### config.mk
export PLATFORM = sky130hd
export DESIGN_NAME = heading_pid_turn_controller_flat
export DESIGN_NICKNAME = d
export VERILOG_FILES = /design/src/sv/hptc_pkg.sv /design/src/sv/hptc_in_if.sv /design/src/sv/hptc_out_if.sv /design/src/sv/hptc_cfg.sv /design/src/sv/hptc_core.sv /design/src/sv/heading_pid_turn_controller.sv /design/src/flat_wrapper.sv
export SDC_FILE = /design/constraint.sdc
export NUM_CORES = 2
export LEC_CHECK = 0
export BUFFER_PORTS_ARGS = -buffer_cell sky130_fd_sc_hd__clkbuf_2
export CORE_ASPECT_RATIO = 2
export CORE_MARGIN = 10
export CORE_UTILIZATION = 45
export CTS_CLUSTER_DIAMETER = 100
export DETAILED_ROUTE_END_ITERATION = 10
export PLACE_DENSITY = 0.61
export RECOVER_POWER = 25
export SYNTH_ARGS = -nofsm -noshare
export SYNTH_HDL_FRONTEND = slang
export SYNTH_SLANG_ARGS = --single-unit
### constraint.sdc
create_clock -name clk_i -period 19.9 [get_ports clk_i]
set_input_delay 0.995 -clock clk_i [delete_from_list [all_inputs] [get_ports clk_i]]
set_output_delay 0.995 -clock clk_i [all_outputs]
set_load 0.02 [all_outputs]
### src/sv/hptc_pkg.sv
// hptc_pkg: shared types, constants and helpers of the heading PID turn controller.
// Used by every other file of the block; depends on nothing.
`default_nettype none

package hptc_pkg;

  // Fixed-point format and accumulator sizing
  localparam int ANGLE_FRAC_BITS = 12;
  localparam int SUM_WIDTH       = 32;
  localparam int ANGLE_W         = 16;
  localparam int GAIN_W          = 16;
  localparam int LIM_W           = 15;
  localparam int CFG_IDX_W       = 3;
  localparam int CFG_DATA_W      = 16;

  // Angle math is done two bits wider than an angle, so sums of three terms fit
  localparam int EXT_W   = ANGLE_W + 2;
  localparam int DER_W   = ANGLE_W + 1;
  localparam int PPROD_W = GAIN_W + 1 + ANGLE_W;
  localparam int IPROD_W = GAIN_W + 1 + SUM_WIDTH;
  localparam int DPROD_W = GAIN_W + 1 + DER_W;
  localparam int ACC_W   = IPROD_W + 2;
  localparam int PID_W   = ACC_W - ANGLE_FRAC_BITS;

  // pi and pi/2 in the angle format, rounded to nearest
  localparam longint PI_Q30    = 64'sd3373259426;
  localparam longint PI_Q      = (PI_Q30 + (64'sd1 << (29 - ANGLE_FRAC_BITS)))
                                 >>> (30 - ANGLE_FRAC_BITS);
  localparam longint HALF_PI_Q = (PI_Q30 + (64'sd1 << (30 - ANGLE_FRAC_BITS)))
                                 >>> (31 - ANGLE_FRAC_BITS);
  localparam logic signed [EXT_W-1:0] PI_C      = EXT_W'(PI_Q);
  localparam logic signed [EXT_W-1:0] HALF_PI_C = EXT_W'(HALF_PI_Q);

  // Item kinds
  localparam logic KIND_START  = 1'b0;
  localparam logic KIND_SAMPLE = 1'b1;

  // Register indexes
  typedef enum logic [CFG_IDX_W-1:0] {
    CFG_PROP_GAIN  = 3'd0,
    CFG_INTEG_GAIN = 3'd1,
    CFG_DERIV_GAIN = 3'd2,
    CFG_MIN_DRIVE  = 3'd3,
    CFG_STOP_TOL   = 3'd4,
    CFG_SNAP_WIN   = 3'd5
  } cfg_idx_e;

  // Register reset values
  localparam logic [GAIN_W-1:0] PROP_GAIN_RST  = 16'd6144;
  localparam logic [GAIN_W-1:0] INTEG_GAIN_RST = 16'd82;
  localparam logic [GAIN_W-1:0] DERIV_GAIN_RST = 16'd737;
  localparam logic [LIM_W-1:0]  MIN_DRIVE_RST  = 15'd819;
  localparam logic [LIM_W-1:0]  STOP_TOL_RST   = 15'd82;
  localparam logic [LIM_W-1:0]  SNAP_WIN_RST   = 15'd410;

  typedef struct packed {
    logic [GAIN_W-1:0] prop_gain;
    logic [GAIN_W-1:0] integ_gain;
    logic [GAIN_W-1:0] deriv_gain;
    logic [LIM_W-1:0]  min_drive;
    logic [LIM_W-1:0]  stop_tolerance;
    logic [LIM_W-1:0]  snap_window;
  } cfg_t;

  typedef struct packed {
    logic signed [ANGLE_W-1:0] angular_drive;
    logic                      done_res;
  } res_t;

  // Strict window test: c - w < t < c + w
  function automatic logic in_window(logic signed [EXT_W-1:0] c,
                                     logic signed [EXT_W-1:0] w,
                                     logic signed [EXT_W-1:0] t);
    return ((c - w) < t) && ((c + w) > t);
  endfunction

  // Clamp an extended angle value into the signed angle range
  function automatic logic signed [ANGLE_W-1:0] sat_angle(logic signed [EXT_W-1:0] v);
    logic signed [EXT_W-1:0] hi;
    logic signed [EXT_W-1:0] lo;
    hi = EXT_W'({1'b0, {(ANGLE_W-1){1'b1}}});
    lo = -hi - EXT_W'(1);
    if (v > hi) return hi[ANGLE_W-1:0];
    if (v < lo) return lo[ANGLE_W-1:0];
    return v[ANGLE_W-1:0];
  endfunction

endpackage

`default_nettype wire

### src/sv/hptc_in_if.sv
// hptc_in_if: input item channel (start or yaw sample) with valid/ready.
// Depends on hptc_pkg.
`default_nettype none

interface hptc_in_if;
  import hptc_pkg::*;

  logic                      valid;
  logic                      ready;
  logic                      kind;
  logic signed [ANGLE_W-1:0] target_angle;
  logic signed [ANGLE_W-1:0] measured_yaw;

  modport source (output valid, kind, target_angle, measured_yaw, input ready);
  modport sink   (input valid, kind, target_angle, measured_yaw, output ready);
endinterface

`default_nettype wire

### src/sv/hptc_out_if.sv
// hptc_out_if: result item channel (drive and done flag) with valid/ready.
// Depends on hptc_pkg.
`default_nettype none

interface hptc_out_if;
  import hptc_pkg::*;

  logic                      valid;
  logic                      ready;
  logic signed [ANGLE_W-1:0] angular_drive;
  logic                      done_res;

  modport source (output valid, angular_drive, done_res, input ready);
  modport sink   (input valid, angular_drive, done_res, output ready);
endinterface

`default_nettype wire

### src/sv/hptc_cfg.sv
// hptc_cfg: gain and limit register file written through a plain write port.
// Depends on hptc_pkg.
`default_nettype none

module hptc_cfg (
  input  wire logic                           clk_i,
  input  wire logic                           rst_ni,
  input  wire logic                           cfg_we_i,
  input  wire logic [hptc_pkg::CFG_IDX_W-1:0]  cfg_idx_i,
  input  wire logic [hptc_pkg::CFG_DATA_W-1:0] cfg_wdata_i,
  output hptc_pkg::cfg_t                      cfg_o
);
  import hptc_pkg::*;

  cfg_t cfg_q, cfg_d;

  // Decode the write; indexes past the list are dropped
  always_comb begin
    cfg_d = cfg_q;
    if (cfg_we_i) begin
      case (cfg_idx_i)
        CFG_PROP_GAIN:  cfg_d.prop_gain      = cfg_wdata_i;
        CFG_INTEG_GAIN: cfg_d.integ_gain     = cfg_wdata_i;
        CFG_DERIV_GAIN: cfg_d.deriv_gain     = cfg_wdata_i;
        CFG_MIN_DRIVE:  cfg_d.min_drive      = cfg_wdata_i[LIM_W-1:0];
        CFG_STOP_TOL:   cfg_d.stop_tolerance = cfg_wdata_i[LIM_W-1:0];
        CFG_SNAP_WIN:   cfg_d.snap_window    = cfg_wdata_i[LIM_W-1:0];
        default:        cfg_d = cfg_q;
      endcase
    end
  end

  always_ff @(posedge clk_i or negedge rst_ni) begin
    if (!rst_ni) begin
      cfg_q.prop_gain      <= PROP_GAIN_RST;
      cfg_q.integ_gain     <= INTEG_GAIN_RST;
      cfg_q.deriv_gain     <= DERIV_GAIN_RST;
      cfg_q.min_drive      <= MIN_DRIVE_RST;
      cfg_q.stop_tolerance <= STOP_TOL_RST;
      cfg_q.snap_window    <= SNAP_WIN_RST;
    end else begin
      cfg_q <= cfg_d;
    end
  end

  assign cfg_o = cfg_q;

endmodule

`default_nettype wire

### src/sv/hptc_core.sv
// hptc_core: controller state and the single-pass window/error/PID datapath.
// Depends on hptc_pkg; fed by the input register of the top level.
`default_nettype none

module hptc_core (
  input  wire logic                               clk_i,
  input  wire logic                               rst_ni,
  input  wire hptc_pkg::cfg_t                     cfg_i,
  input  wire logic                               fire_i,
  input  wire logic                               kind_i,
  input  wire logic signed [hptc_pkg::ANGLE_W-1:0] target_i,
  input  wire logic signed [hptc_pkg::ANGLE_W-1:0] yaw_i,
  output hptc_pkg::res_t                          res_o
);
  import hptc_pkg::*;

  logic signed [ANGLE_W-1:0]   held_target_q, held_target_d;
  logic signed [SUM_WIDTH-1:0] error_sum_q, error_sum_d;
  logic signed [ANGLE_W-1:0]   prev_err_q, prev_err_d;
  logic signed [ANGLE_W-1:0]   cur_err_q, cur_err_d;
  logic signed [ANGLE_W-1:0]   held_drive_q, held_drive_d;

  logic signed [EXT_W-1:0]     t_x, y_x, w_x, e_x;
  logic                        matched, use_max;
  logic signed [ANGLE_W-1:0]   err, start_err, sample_err, drive_new;
  logic signed [DER_W-1:0]     deriv;
  logic signed [SUM_WIDTH:0]   sum_wide;
  logic signed [SUM_WIDTH-1:0] sum_new;
  logic signed [PPROD_W-1:0]   p_prop;
  logic signed [IPROD_W-1:0]   p_int;
  logic signed [DPROD_W-1:0]   p_der;
  logic signed [ACC_W-1:0]     acc;
  logic signed [PID_W-1:0]     pid, pid_lim, mag, drv_hi, drv_lo;
  logic [ANGLE_W:0]            abs_err;

  assign t_x = EXT_W'(held_target_q);
  assign y_x = EXT_W'(yaw_i);
  assign w_x = EXT_W'({1'b0, cfg_i.snap_window});

  // Pick the target window and form the wrapped error and drive sign
  always_comb begin
    matched = 1'b1;
    use_max = 1'b1;
    e_x     = t_x - y_x;
    if (in_window(PI_C, w_x, t_x)) begin
      if (y_x > 0) begin
        e_x = t_x - y_x;
        use_max = 1'b1;
      end else begin
        e_x = -(t_x + y_x);
        use_max = 1'b0;
      end
    end else if (in_window(HALF_PI_C, w_x, t_x)) begin
      if (y_x > 0) begin
        e_x = t_x - y_x;
        use_max = (y_x <= t_x);
      end else if ((y_x + PI_C) >= t_x) begin
        e_x = t_x - y_x;
        use_max = 1'b1;
      end else begin
        e_x = -(t_x + PI_C + y_x);
        use_max = 1'b0;
      end
    end else if (in_window(-HALF_PI_C, w_x, t_x)) begin
      if (y_x < 0) begin
        e_x = t_x - y_x;
        use_max = (y_x <= t_x);
      end else if ((y_x - PI_C) >= t_x) begin
        e_x = PI_C - y_x - t_x;
        use_max = 1'b1;
      end else begin
        e_x = t_x - y_x;
        use_max = 1'b0;
      end
    end else if (in_window('0, w_x, t_x)) begin
      e_x = t_x - y_x;
      use_max = !(y_x > 0);
    end else begin
      matched = 1'b0;
    end
  end

  assign err       = sat_angle(e_x);
  assign start_err = sat_angle(EXT_W'(target_i) - y_x);

  // Saturating integral
  assign sum_wide = (SUM_WIDTH+1)'(error_sum_q) + (SUM_WIDTH+1)'(err);
  always_comb begin
    if (sum_wide[SUM_WIDTH] != sum_wide[SUM_WIDTH-1]) begin
      sum_new = sum_wide[SUM_WIDTH] ? {1'b1, {(SUM_WIDTH-1){1'b0}}}
                                    : {1'b0, {(SUM_WIDTH-1){1'b1}}};
    end else begin
      sum_new = sum_wide[SUM_WIDTH-1:0];
    end
  end

  // PID terms and sum
  assign deriv  = DER_W'(err) - DER_W'(prev_err_q);
  assign p_prop = $signed({1'b0, cfg_i.prop_gain}) * err;
  assign p_int  = $signed({1'b0, cfg_i.integ_gain}) * sum_new;
  assign p_der  = $signed({1'b0, cfg_i.deriv_gain}) * deriv;
  assign acc    = ACC_W'(p_prop) + ACC_W'(p_int) + ACC_W'(p_der);
  assign pid    = acc[ACC_W-1:ANGLE_FRAC_BITS];

  // Enforce the minimum magnitude, then clamp to the drive range
  assign mag    = PID_W'({1'b0, cfg_i.min_drive});
  assign drv_hi = PID_W'({1'b0, {(ANGLE_W-1){1'b1}}});
  assign drv_lo = -drv_hi - PID_W'(1);
  always_comb begin
    pid_lim = pid;
    if (use_max) begin
      if (pid < mag) pid_lim = mag;
    end else begin
      if (pid > -mag) pid_lim = -mag;
    end
    if (pid_lim > drv_hi) begin
      drive_new = drv_hi[ANGLE_W-1:0];
    end else if (pid_lim < drv_lo) begin
      drive_new = drv_lo[ANGLE_W-1:0];
    end else begin
      drive_new = pid_lim[ANGLE_W-1:0];
    end
  end

  // Next state for a start or a sample item
  assign sample_err = matched ? err : cur_err_q;
  always_comb begin
    held_target_d = held_target_q;
    error_sum_d   = error_sum_q;
    prev_err_d    = prev_err_q;
    cur_err_d     = cur_err_q;
    held_drive_d  = held_drive_q;
    if (fire_i) begin
      if (kind_i == KIND_START) begin
        held_target_d = target_i;
        error_sum_d   = '0;
        prev_err_d    = '0;
        held_drive_d  = '0;
        cur_err_d     = start_err;
      end else begin
        if (matched) begin
          error_sum_d  = sum_new;
          held_drive_d = drive_new;
        end
        cur_err_d  = sample_err;
        prev_err_d = sample_err;
      end
    end
  end

  always_ff @(posedge clk_i or negedge rst_ni) begin
    if (!rst_ni) begin
      held_target_q <= '0;
      error_sum_q   <= '0;
      prev_err_q    <= '0;
      cur_err_q     <= '0;
      held_drive_q  <= '0;
    end else begin
      held_target_q <= held_target_d;
      error_sum_q   <= error_sum_d;
      prev_err_q    <= prev_err_d;
      cur_err_q     <= cur_err_d;
      held_drive_q  <= held_drive_d;
    end
  end

  // Result of a sample item: zero drive once within tolerance
  assign abs_err = sample_err[ANGLE_W-1] ? (ANGLE_W+1)'(-(DER_W'(sample_err)))
                                         : (ANGLE_W+1)'(sample_err);
  assign res_o.done_res      = (abs_err <= (ANGLE_W+1)'(cfg_i.stop_tolerance));
  assign res_o.angular_drive = res_o.done_res ? '0
                             : (matched ? drive_new : held_drive_q);

endmodule

`default_nettype wire

### src/sv/heading_pid_turn_controller.sv
// heading_pid_turn_controller: top level; input register, controller core and
// result register. Depends on hptc_pkg, hptc_in_if, hptc_out_if, hptc_cfg, hptc_core.
//
//   channel   dir  handshake      payload
//   item_i    in   valid/ready    kind, target_angle, measured_yaw
//   result_o  out  valid/ready    angular_drive, done_res (one per yaw sample)
//   cfg_*     in   cfg_we_i       cfg_idx_i, cfg_wdata_i (six registers)
//
// One item per cycle while results are not stalled: an item waits in the input
// register, where the window test, error, integral and PID sum run in a single
// pass into the result register; a sample's result is loaded there as the item
// leaves the input register.
// A start item updates the state and gives no result.
// Reset clears the state and the valid flags and loads the register defaults.
// A stalled result holds the next sample in the input register; starts still pass.
`default_nettype none

module heading_pid_turn_controller (
  input  wire logic                           clk_i,
  input  wire logic                           rst_ni,
  hptc_in_if.sink                             item_i,
  hptc_out_if.source                          result_o,
  input  wire logic                           cfg_we_i,
  input  wire logic [hptc_pkg::CFG_IDX_W-1:0]  cfg_idx_i,
  input  wire logic [hptc_pkg::CFG_DATA_W-1:0] cfg_wdata_i
);
  import hptc_pkg::*;

  cfg_t                      cfg;
  res_t                      res;
  logic                      s1_valid_q, s1_valid_d;
  logic                      s1_kind_q;
  logic signed [ANGLE_W-1:0] s1_target_q, s1_yaw_q;
  logic                      out_valid_q, out_valid_d;
  res_t                      out_res_q;
  logic                      adv, take;

  hptc_cfg u_cfg (
    .clk_i       (clk_i),
    .rst_ni      (rst_ni),
    .cfg_we_i    (cfg_we_i),
    .cfg_idx_i   (cfg_idx_i),
    .cfg_wdata_i (cfg_wdata_i),
    .cfg_o       (cfg)
  );

  // Advance the registered item when it needs no result slot or one is free
  assign adv  = s1_valid_q && ((s1_kind_q == KIND_START) || !out_valid_q || result_o.ready);
  assign take = item_i.valid && item_i.ready;
  assign item_i.ready = !s1_valid_q || adv;

  hptc_core u_core (
    .clk_i    (clk_i),
    .rst_ni   (rst_ni),
    .cfg_i    (cfg),
    .fire_i   (adv),
    .kind_i   (s1_kind_q),
    .target_i (s1_target_q),
    .yaw_i    (s1_yaw_q),
    .res_o    (res)
  );

  // Input register
  assign s1_valid_d = take || (s1_valid_q && !adv);

  always_ff @(posedge clk_i or negedge rst_ni) begin
    if (!rst_ni) begin
      s1_valid_q <= 1'b0;
    end else begin
      s1_valid_q <= s1_valid_d;
    end
  end

  always_ff @(posedge clk_i) begin
    if (take) begin
      s1_kind_q   <= item_i.kind;
      s1_target_q <= item_i.target_angle;
      s1_yaw_q    <= item_i.measured_yaw;
    end
  end

  // Result register: load on a sample, drop once taken
  always_comb begin
    out_valid_d = out_valid_q && !result_o.ready;
    if (adv && (s1_kind_q == KIND_SAMPLE)) out_valid_d = 1'b1;
  end

  always_ff @(posedge clk_i or negedge rst_ni) begin
    if (!rst_ni) begin
      out_valid_q <= 1'b0;
    end else begin
      out_valid_q <= out_valid_d;
    end
  end

  always_ff @(posedge clk_i) begin
    if (adv && (s1_kind_q == KIND_SAMPLE)) begin
      out_res_q <= res;
    end
  end

  assign result_o.valid         = out_valid_q;
  assign result_o.angular_drive = out_res_q.angular_drive;
  assign result_o.done_res      = out_res_q.done_res;

  // A sample leaving the input register always shows up as a result
  a_sample_gives_result: assert property (@(posedge clk_i) disable iff (!rst_ni)
    (adv && (s1_kind_q == KIND_SAMPLE)) |=> result_o.valid)
    else $error("sample advanced without a result");

  // A start never creates a result
  a_start_no_result: assert property (@(posedge clk_i) disable iff (!rst_ni)
    (adv && (s1_kind_q == KIND_START) && !out_valid_q) |=> !result_o.valid)
    else $error("start item produced a result");

  // A sample blocked by a full result register stays put
  a_blocked_sample_held: assert property (@(posedge clk_i) disable iff (!rst_ni)
    (s1_valid_q && (s1_kind_q == KIND_SAMPLE) && out_valid_q && !result_o.ready)
    |=> (s1_valid_q && $stable(s1_yaw_q)))
    else $error("blocked sample lost");

  // A finished turn commands no rotation
  a_done_zero_drive: assert property (@(posedge clk_i) disable iff (!rst_ni)
    (result_o.valid && result_o.done_res) |-> (result_o.angular_drive == '0))
    else $error("done result with nonzero drive");

endmodule

`default_nettype wire
### src/flat_wrapper.sv
// flat-port wrapper written by rule: the top's interface ports become plain ports
module heading_pid_turn_controller_flat import hptc_pkg::*;
  (clk_i, rst_ni, cfg_we_i, cfg_idx_i, cfg_wdata_i, item_i_valid, item_i_kind, item_i_target_angle, item_i_measured_yaw, item_i_ready, result_o_valid, result_o_angular_drive, result_o_done_res, result_o_ready);
  hptc_in_if item_i_i ();
  hptc_out_if result_o_i ();
  input  wire logic clk_i;
  input  wire logic rst_ni;
  input  wire logic cfg_we_i;
  input  wire logic [hptc_pkg::CFG_IDX_W-1:0] cfg_idx_i;
  input  wire logic [hptc_pkg::CFG_DATA_W-1:0] cfg_wdata_i;
  input wire logic [$bits(item_i_i.valid)-1:0] item_i_valid;
  input wire logic [$bits(item_i_i.kind)-1:0] item_i_kind;
  input wire logic [$bits(item_i_i.target_angle)-1:0] item_i_target_angle;
  input wire logic [$bits(item_i_i.measured_yaw)-1:0] item_i_measured_yaw;
  output wire logic [$bits(item_i_i.ready)-1:0] item_i_ready;
  output wire logic [$bits(result_o_i.valid)-1:0] result_o_valid;
  output wire logic [$bits(result_o_i.angular_drive)-1:0] result_o_angular_drive;
  output wire logic [$bits(result_o_i.done_res)-1:0] result_o_done_res;
  input wire logic [$bits(result_o_i.ready)-1:0] result_o_ready;
  assign item_i_i.valid = item_i_valid;
  assign item_i_i.kind = item_i_kind;
  assign item_i_i.target_angle = item_i_target_angle;
  assign item_i_i.measured_yaw = item_i_measured_yaw;
  assign item_i_ready = item_i_i.ready;
  assign result_o_valid = result_o_i.valid;
  assign result_o_angular_drive = result_o_i.angular_drive;
  assign result_o_done_res = result_o_i.done_res;
  assign result_o_i.ready = result_o_ready;
  heading_pid_turn_controller u_core (.clk_i(clk_i), .rst_ni(rst_ni), .item_i(item_i_i), .result_o(result_o_i), .cfg_we_i(cfg_we_i), .cfg_idx_i(cfg_idx_i), .cfg_wdata_i(cfg_wdata_i));
endmodule
Yosys cells after proc, flatten, opt, wreduce, memory -nomap -nowiden
Cells that the tools add are included.
Word-level totals
  register bits: 241
  input bits: 57
  word-level logic and storage cells: 153
Operators by class
  $add $sub $neg: 24
  multipliers: 3
  $lt $le $gt $ge: 22
  eq/ne operators: 7
  mux-type cells: 51
  bitwise operators: 1
  reductions and logical operators: 27
Operator list (number)
  $mux 16: 15
  $mux 18: 8
  $mux 32: 4
  $mux 39: 3
  $add 50x34->51: 1
  $gt 17x16->1: 3
  $sub 16x16->17: 3
  $add 33x49->50: 1
  $mul 17x32->49: 1
  $lt 16x16->1: 3
  $gt 39x16->1 const B: 1
  $gt 39x39->1: 1
  $lt 39x16->1: 1
  $lt 39x16->1 const B: 1
  $neg 15->39: 1
  $add 16x15->17 const B: 2
  $ge 17x16->1: 2
  $mul 17x17->34: 1
  $add 32x16->33: 1
  $mul 17x16->33: 1
  $mux 1: 20
  $add 17x16->18: 1
  $gt 18x16->1 const B: 1
  $lt 18x16->1 const B: 1
  34 further kinds: 58

Depth between registers and ports, before layout
  depth after elaboration: 26
  mapped depth: 98
  depth with buffers taken out: 91

Hierarchy
Synthesis repeated with hierarchy kept, for this count alone.
Unflattened totals
  cell total of the unflattened synthesis: 7175
  area total of the unflattened synthesis: 63474.6 um^2
Modules (own cells, without submodules)
  hptc_core: times used 1, cells an instance 6913, area each 58268.4 um^2
  hptc_cfg: times used 1, cells an instance 202, area each 3587.2 um^2
  heading_pid_turn_controller: times used 1, cells an instance 60, area each 1619.1 um^2

Worst setup path after synthesis
Ideal clock, no wire load.
  path type: register to register
  start point: register u_core.u_cfg.cfg_q (netlist bit u_core.u_cfg.cfg_o[3])
  end point: register u_core.out_res_q (netlist bit u_core.result_o.angular_drive[10]), data pin
  setup time: 0.133 ns
  data arrival time: 21.337 ns
  data required time: 19.767 ns
  setup slack: -1.570 ns
  stages on the path, launching flop included: 96
  path buffers: 10
  path through: dfstp_2 -> clkbuf_1 -> inv_1 -> ha_1 -> inv_1 -> o21ai_0 -> o21ai_0 -> nand2_1 -> a21oi_1 -> nand2b_1 -> a31oi_1 -> xor2_1 -> ha_1 -> a21oi_1 -> o211ai_1 -> a211oi_1 -> a211o_1 -> nor3_4 -> [60 not listed] -> a21o_1 -> a21oi_1 -> nor2b_1 -> o21ai_0 -> or4b_2 -> or4_1 -> or4_1 -> nor3_2 -> ha_1 -> nand2b_1 -> nand2_1 -> or3_1 -> nor4_1 -> nand4_1 -> a221oi_2 -> o32a_1 -> buf_2 -> o221a_1
Between the ends
  word-level cells in the longest chain between the ends: 24
  elaborated cells between the ends (all ways): 62
Ends and longest elaborated chain
  start: declaration: RTL line hptc_cfg.sv:15  | cfg_t cfg_q, cfg_d;
  start signal: assignment: RTL line hptc_cfg.sv:42  | cfg_q <= cfg_d;
  $sub 14x16->17 or $add 14x16->17 (tied branches): RTL line hptc_pkg.sv:74  | return ((c - w) < t) && ((c + w) > t);
  $lt 17x16->1 or $gt 17x16->1 (tied branches): RTL line hptc_pkg.sv:74
  $logic_and 1x1->1: RTL line hptc_pkg.sv:74
  $mux 18: RTL line hptc_core.sv:64  | end else if (in_window(-HALF_PI_C, w_x, t_x)) begin
  $mux 18: RTL line hptc_core.sv:53  | end else if (in_window(HALF_PI_C, w_x, t_x)) begin
  $mux 18: RTL line hptc_core.sv:45  | if (in_window(PI_C, w_x, t_x)) begin
  $lt 18x16->1: RTL line hptc_pkg.sv:84  | if (v < lo) return lo[ANGLE_W-1:0];
  $mux 1 (2 in a row): RTL line hptc_pkg.sv:84
  [7 not listed]
  $add 50x34->51: RTL line hptc_core.sv:102  | assign acc = ACC_W'(p_prop) + ACC_W'(p_int) + ACC_W'(p_der);
  $gt 39x39->1 or $lt 39x16->1 (tied branches): RTL line hptc_core.sv:114, hptc_core.sv:112
  $mux 39, on equally long branches: RTL line hptc_core.sv:114, hptc_core.sv:112
  $mux 39: RTL line hptc_core.sv:111  | if (use_max) begin
  $lt 39x16->1: RTL line hptc_core.sv:118  | end else if (pid_lim < drv_lo) begin
  $mux 16: RTL line hptc_core.sv:118
  $mux 16: RTL line hptc_core.sv:116  | if (pid_lim > drv_hi) begin
  $mux 16
  end signal: assignment: RTL line heading_pid_turn_controller.sv:98  | out_res_q <= res;
  end: declaration: RTL line heading_pid_turn_controller.sv:35  | res_t out_res_q;
Several ways; a longest one is shown, not always the timed one. The select of a mux whose other input is x is not followed.
A chain may end at the register's enable or synchronous reset.

Worst setup path in the final report
  start point: register u_core.s1_yaw_q[3]
  end point: register u_core.out_res_q (netlist bit u_core.result_o.angular_drive[4]), data pin
Between the ends
  word-level cells in the longest chain between the ends: 25
  elaborated cells between the ends (all ways): 64
Ends and longest elaborated chain
  start: declaration: RTL line heading_pid_turn_controller.sv:33  | logic signed [ANGLE_W-1:0] s1_target_q, s1_yaw_q;
  start signal: assignment: RTL line heading_pid_turn_controller.sv:78  | s1_yaw_q <= item_i.measured_yaw;
  $sub 15x16->17 or $sub 16x15->17 (tied branches): RTL line hptc_core.sv:69, hptc_core.sv:68
  $sub 17x16->18 or $ge 17x16->1 (tied branches): RTL line hptc_core.sv:69, hptc_core.sv:68
  $mux 18: RTL line hptc_core.sv:68  | end else if ((y_x - PI_C) >= t_x) begin
  $mux 18: RTL line hptc_core.sv:65  | if (y_x < 0) begin
  $mux 18: RTL line hptc_core.sv:64
  $mux 18: RTL line hptc_core.sv:53
  $mux 18: RTL line hptc_core.sv:45
  $lt 18x16->1: RTL line hptc_pkg.sv:84
  [9 not listed]
  $add 50x34->51: RTL line hptc_core.sv:102
  $gt 39x39->1 or $lt 39x16->1 (tied branches): RTL line hptc_core.sv:114, hptc_core.sv:112
  $mux 39, on equally long branches: RTL line hptc_core.sv:114, hptc_core.sv:112
  $mux 39: RTL line hptc_core.sv:111
  $lt 39x16->1: RTL line hptc_core.sv:118
  $mux 16: RTL line hptc_core.sv:118
  $mux 16: RTL line hptc_core.sv:116
  $mux 16
Several ways; a longest one is shown, not always the timed one. The select of a mux whose other input is x is not followed.

==> results.md <==
* Final non-filler cell total at 9,910
* Worst path top cell family by delay: adder cells
* Worst Max-Slew Pin Slew at 3.40 ns
* Final min period at roughly 20 ns
* Worst path max stage delay at 0.62 ns
* I/O Buffers at 75
* WP buf/inv at 18
* Antenna violations before repair at 17
* DRT Pass-1 Iters at 5
* Post-synth top flop: dfrtp_1
* Max cap viols at 3
* Rows at 194
* Status: finished with violations
* Clk buf depth at 3
* CP Launch Type: flip-flop
* Chip height at between 500 and 600 um
* Period utilization at 101%
* RSZ-0062 raised after global routing: yes
* Yosys cell types at 108
* Syn Area/Cell at between 8 and 9 sq um
* First-pass GRT wire length at 370 mm
* Synth Cell Area at 63,100 sq um
* Detailed Route Iter0 Violations at 2,911
* #FFs+latches synth at 241
* Avg WL per Cell at about 25 um
* Layout cells sized above 1 at 22.5%
* Drt drc at 0
* H-tree depth at 1
* EDFF count, synth at 50
* Hold Crit Class: reg -> reg
* Antenna viol nets, final at 0
* Yosys top cell area share at 33.1%
* Arr. time, crit path at 20.55 ns
* Crit path top cell by count: buf_6
* Sequential share of the synthesized area at about a tenth
* DP HPWL at 208 mm
* Final Skew at 0.0366 ns
* DP Area at 73,300 sq um
* Area grow syn2layout at 22.2%
* Setup slack after layout at -0.121 ns
* Vias in the first global route at between 60k and 70k
* Final core occ at 55.2%
* Flop2flop setup slack at -0.12 ns
* Clock root cell: clkbuf_16
* Fraction of registers with async set or reset after synthesis at 79.3%
* Die width at 285 um
* Top post-synthesis cells by area: fa_1 33%, ha_1 15%, inv_1 7.8%
* Core ar. at 140,000 sq um
* Leading area contributor after synthesis: fa_1
* Finish-stage setup viols at 15
* Worst skew pair latency at roughly 0.67 ns
* Largest net degree at the start of global routing at just over 50
* Placed cells at 9,730
* Final Slew Violations at roughly 130
* GRT Total Usage at 31.6%
* CTS tree: built
* Initial Utilization at 45.2%
* CP max FO at 5
* Post-Synthesis Cells at ~7k
* Nets@finish at 9,877
* Gpl congestion at 1.05
* Worst Setup End Kind: flip-flop
* Grt ovf at 0
* Fin area at 77,100 sq um
* Syn Nets at roughly 9k
* Via count at 55.0k
* Final hold violations at 0
* Sum Neg Setup Slack at -1.38 ns
* Avg Vias per Cell at 5.55
* I/O pin count at 76
* Crit path required time at 20.43 ns
* Post-synth top cells: 1,319 x inv_1, 1,044 x fa_1, 769 x nand2_1
* Normalized max-slew margin at -126%
* Worst path slowest cell: fa_2
* Fmax achieved at 0.0499 GHz
* Routed wire length at around 250 mm
* Top-count cell post-synth: inv_1
* Failing checks: max-capacitance violations, max-slew violations, negative setup slack
* Die area at around 160,000 sq um
* TritonCTS Buffers at 29
* # clock sinks at 241
* # hold bufs at CTS at 0
* Yosys Warn Count at 0
* Clock Pin Slew Worst Setup and Hold Paths at 0.07 ns
* Worst setup path class: reg -> reg
## repair_timing
action | 4_1_cts | 5_1_grt
resized for setup | 238 | 205
setup endpoints to repair | 32 | 32
gates cloned | 3 | 3
pin swaps | 124 | 177
buffers inserted | 77 | 42
## worst min-delay path, cell delays in order, from the launching register on
cell and delay [ns]:
dfrtp_1 0.35, nand2_1 0.05, o21ai_0 0.06
## area by class of cell
cell class | instances | area, sq um
fillers | 12800 | 62500
multi-input cells | 5160 | 52500
repair buffers | 1263 | 10000
flip-flops and latches | 241 | 6310
inverters | 1321 | 4970
well taps | 1862 | 2330
clock buffers | 32 | 737
clock inverters | 22 | 236
diodes | 9 | 22.5
## state kept, by name, indices dropped and copies added (netlist names), 16 cells and up
signal / count
u_core.u_core.held_drive_q: 16
u_core.u_cfg.cfg_o: 93
u_core.u_core.prev_err_q: 16
u_core.s1_yaw_q: 16
u_core.u_core.held_target_q: 16
u_core.result_o.angular_drive: 16
u_core.u_core.error_sum_q: 32
u_core.s1_target_q: 16
u_core.u_core.cur_err_q: 16
## routing by layer
layer | track usage, % | up-vias | wire length [um]
met5 | 0 | - | 50
met2 | 57.6 | 1895 | 128000
li1 | - | 24400 | -
met3 | 4.71 | 1065 | 11800
met4 | 33.2 | 6 | 31300
met1 | 28.6 | 27600 | 75100
## final timing paths
kind | end | cells after the start | startpoint
worst max-delay path | u_core.result_o.angular_drive[4]$_SDFFCE_PP0P_ | 89 | u_core.s1_yaw_q[3]$_DFFE_PP_
max in group asynchronous | u_core.u_cfg.cfg_o[71]$_DFFE_PN0P_ | 3 | rst_ni
worst min register to register | u_core.u_core.cur_err_q[15]$_DFFE_PN0P_ | 2 | u_core.u_core.cur_err_q[15]$_DFFE_PN0P_
worst max register to register | u_core.result_o.angular_drive[4]$_SDFFCE_PP0P_ | 89 | u_core.s1_yaw_q[3]$_DFFE_PP_
worst min-delay path | u_core.u_core.cur_err_q[15]$_DFFE_PN0P_ | 2 | u_core.u_core.cur_err_q[15]$_DFFE_PN0P_
min in group asynchronous | u_core.u_core.held_target_q[4]$_DFFE_PN0P_ | 1 | rst_ni
## placed cells by master (no fill, tap or decap), drive strengths merged, types with 48 or more instances in the layout
cell | Yosys | routed
inv | 1319 | 1323
buf | 30 | 1183
fa | 1044 | 1044
nand2 | 769 | 769
ha | 760 | 760
and2 | 364 | 364
nor2 | 259 | 259
a21oi | 243 | 243
o21ai | 227 | 227
xnor2 | 174 | 175
dfrtp | 167 | 167
nor2b | 155 | 155
clkbuf | 266 | 112
a21o | 109 | 109
mux2 | 98 | 98
xor2 | 84 | 84
nor3 | 67 | 67
nand3 | 60 | 60
nand4 | 50 | 50
edfxtp | 50 | 50
nand2b | 48 | 48
a211oi | 48 | 48
## logic make-up after synthesis
logic type	Yosys count	synth area share (%)
adder cells (fa/ha/maj)	1826	48.6
AO/OA/AOI/OAI	1001	10.7
buffers and inverters	1617	9.66
multiplexers	126	2.19
XOR/XNOR	258	3.59
flip-flops	241	10.0
AND/OR/NAND/NOR	1948	15.3
## per-stage QoR
step                worst slack (ns)  hold WS, ns
floorplan                    0.00987        0.449
global placement               -1.74        0.464
detailed placement             -1.79        0.482
CTS                           0.0138        0.240
global route                  -0.733        0.496
finish                        -0.121        0.491
Power is left out: the tool's default activity adds up to more than one toggle a clock period on the data nets, which glitch-free logic cannot reach.
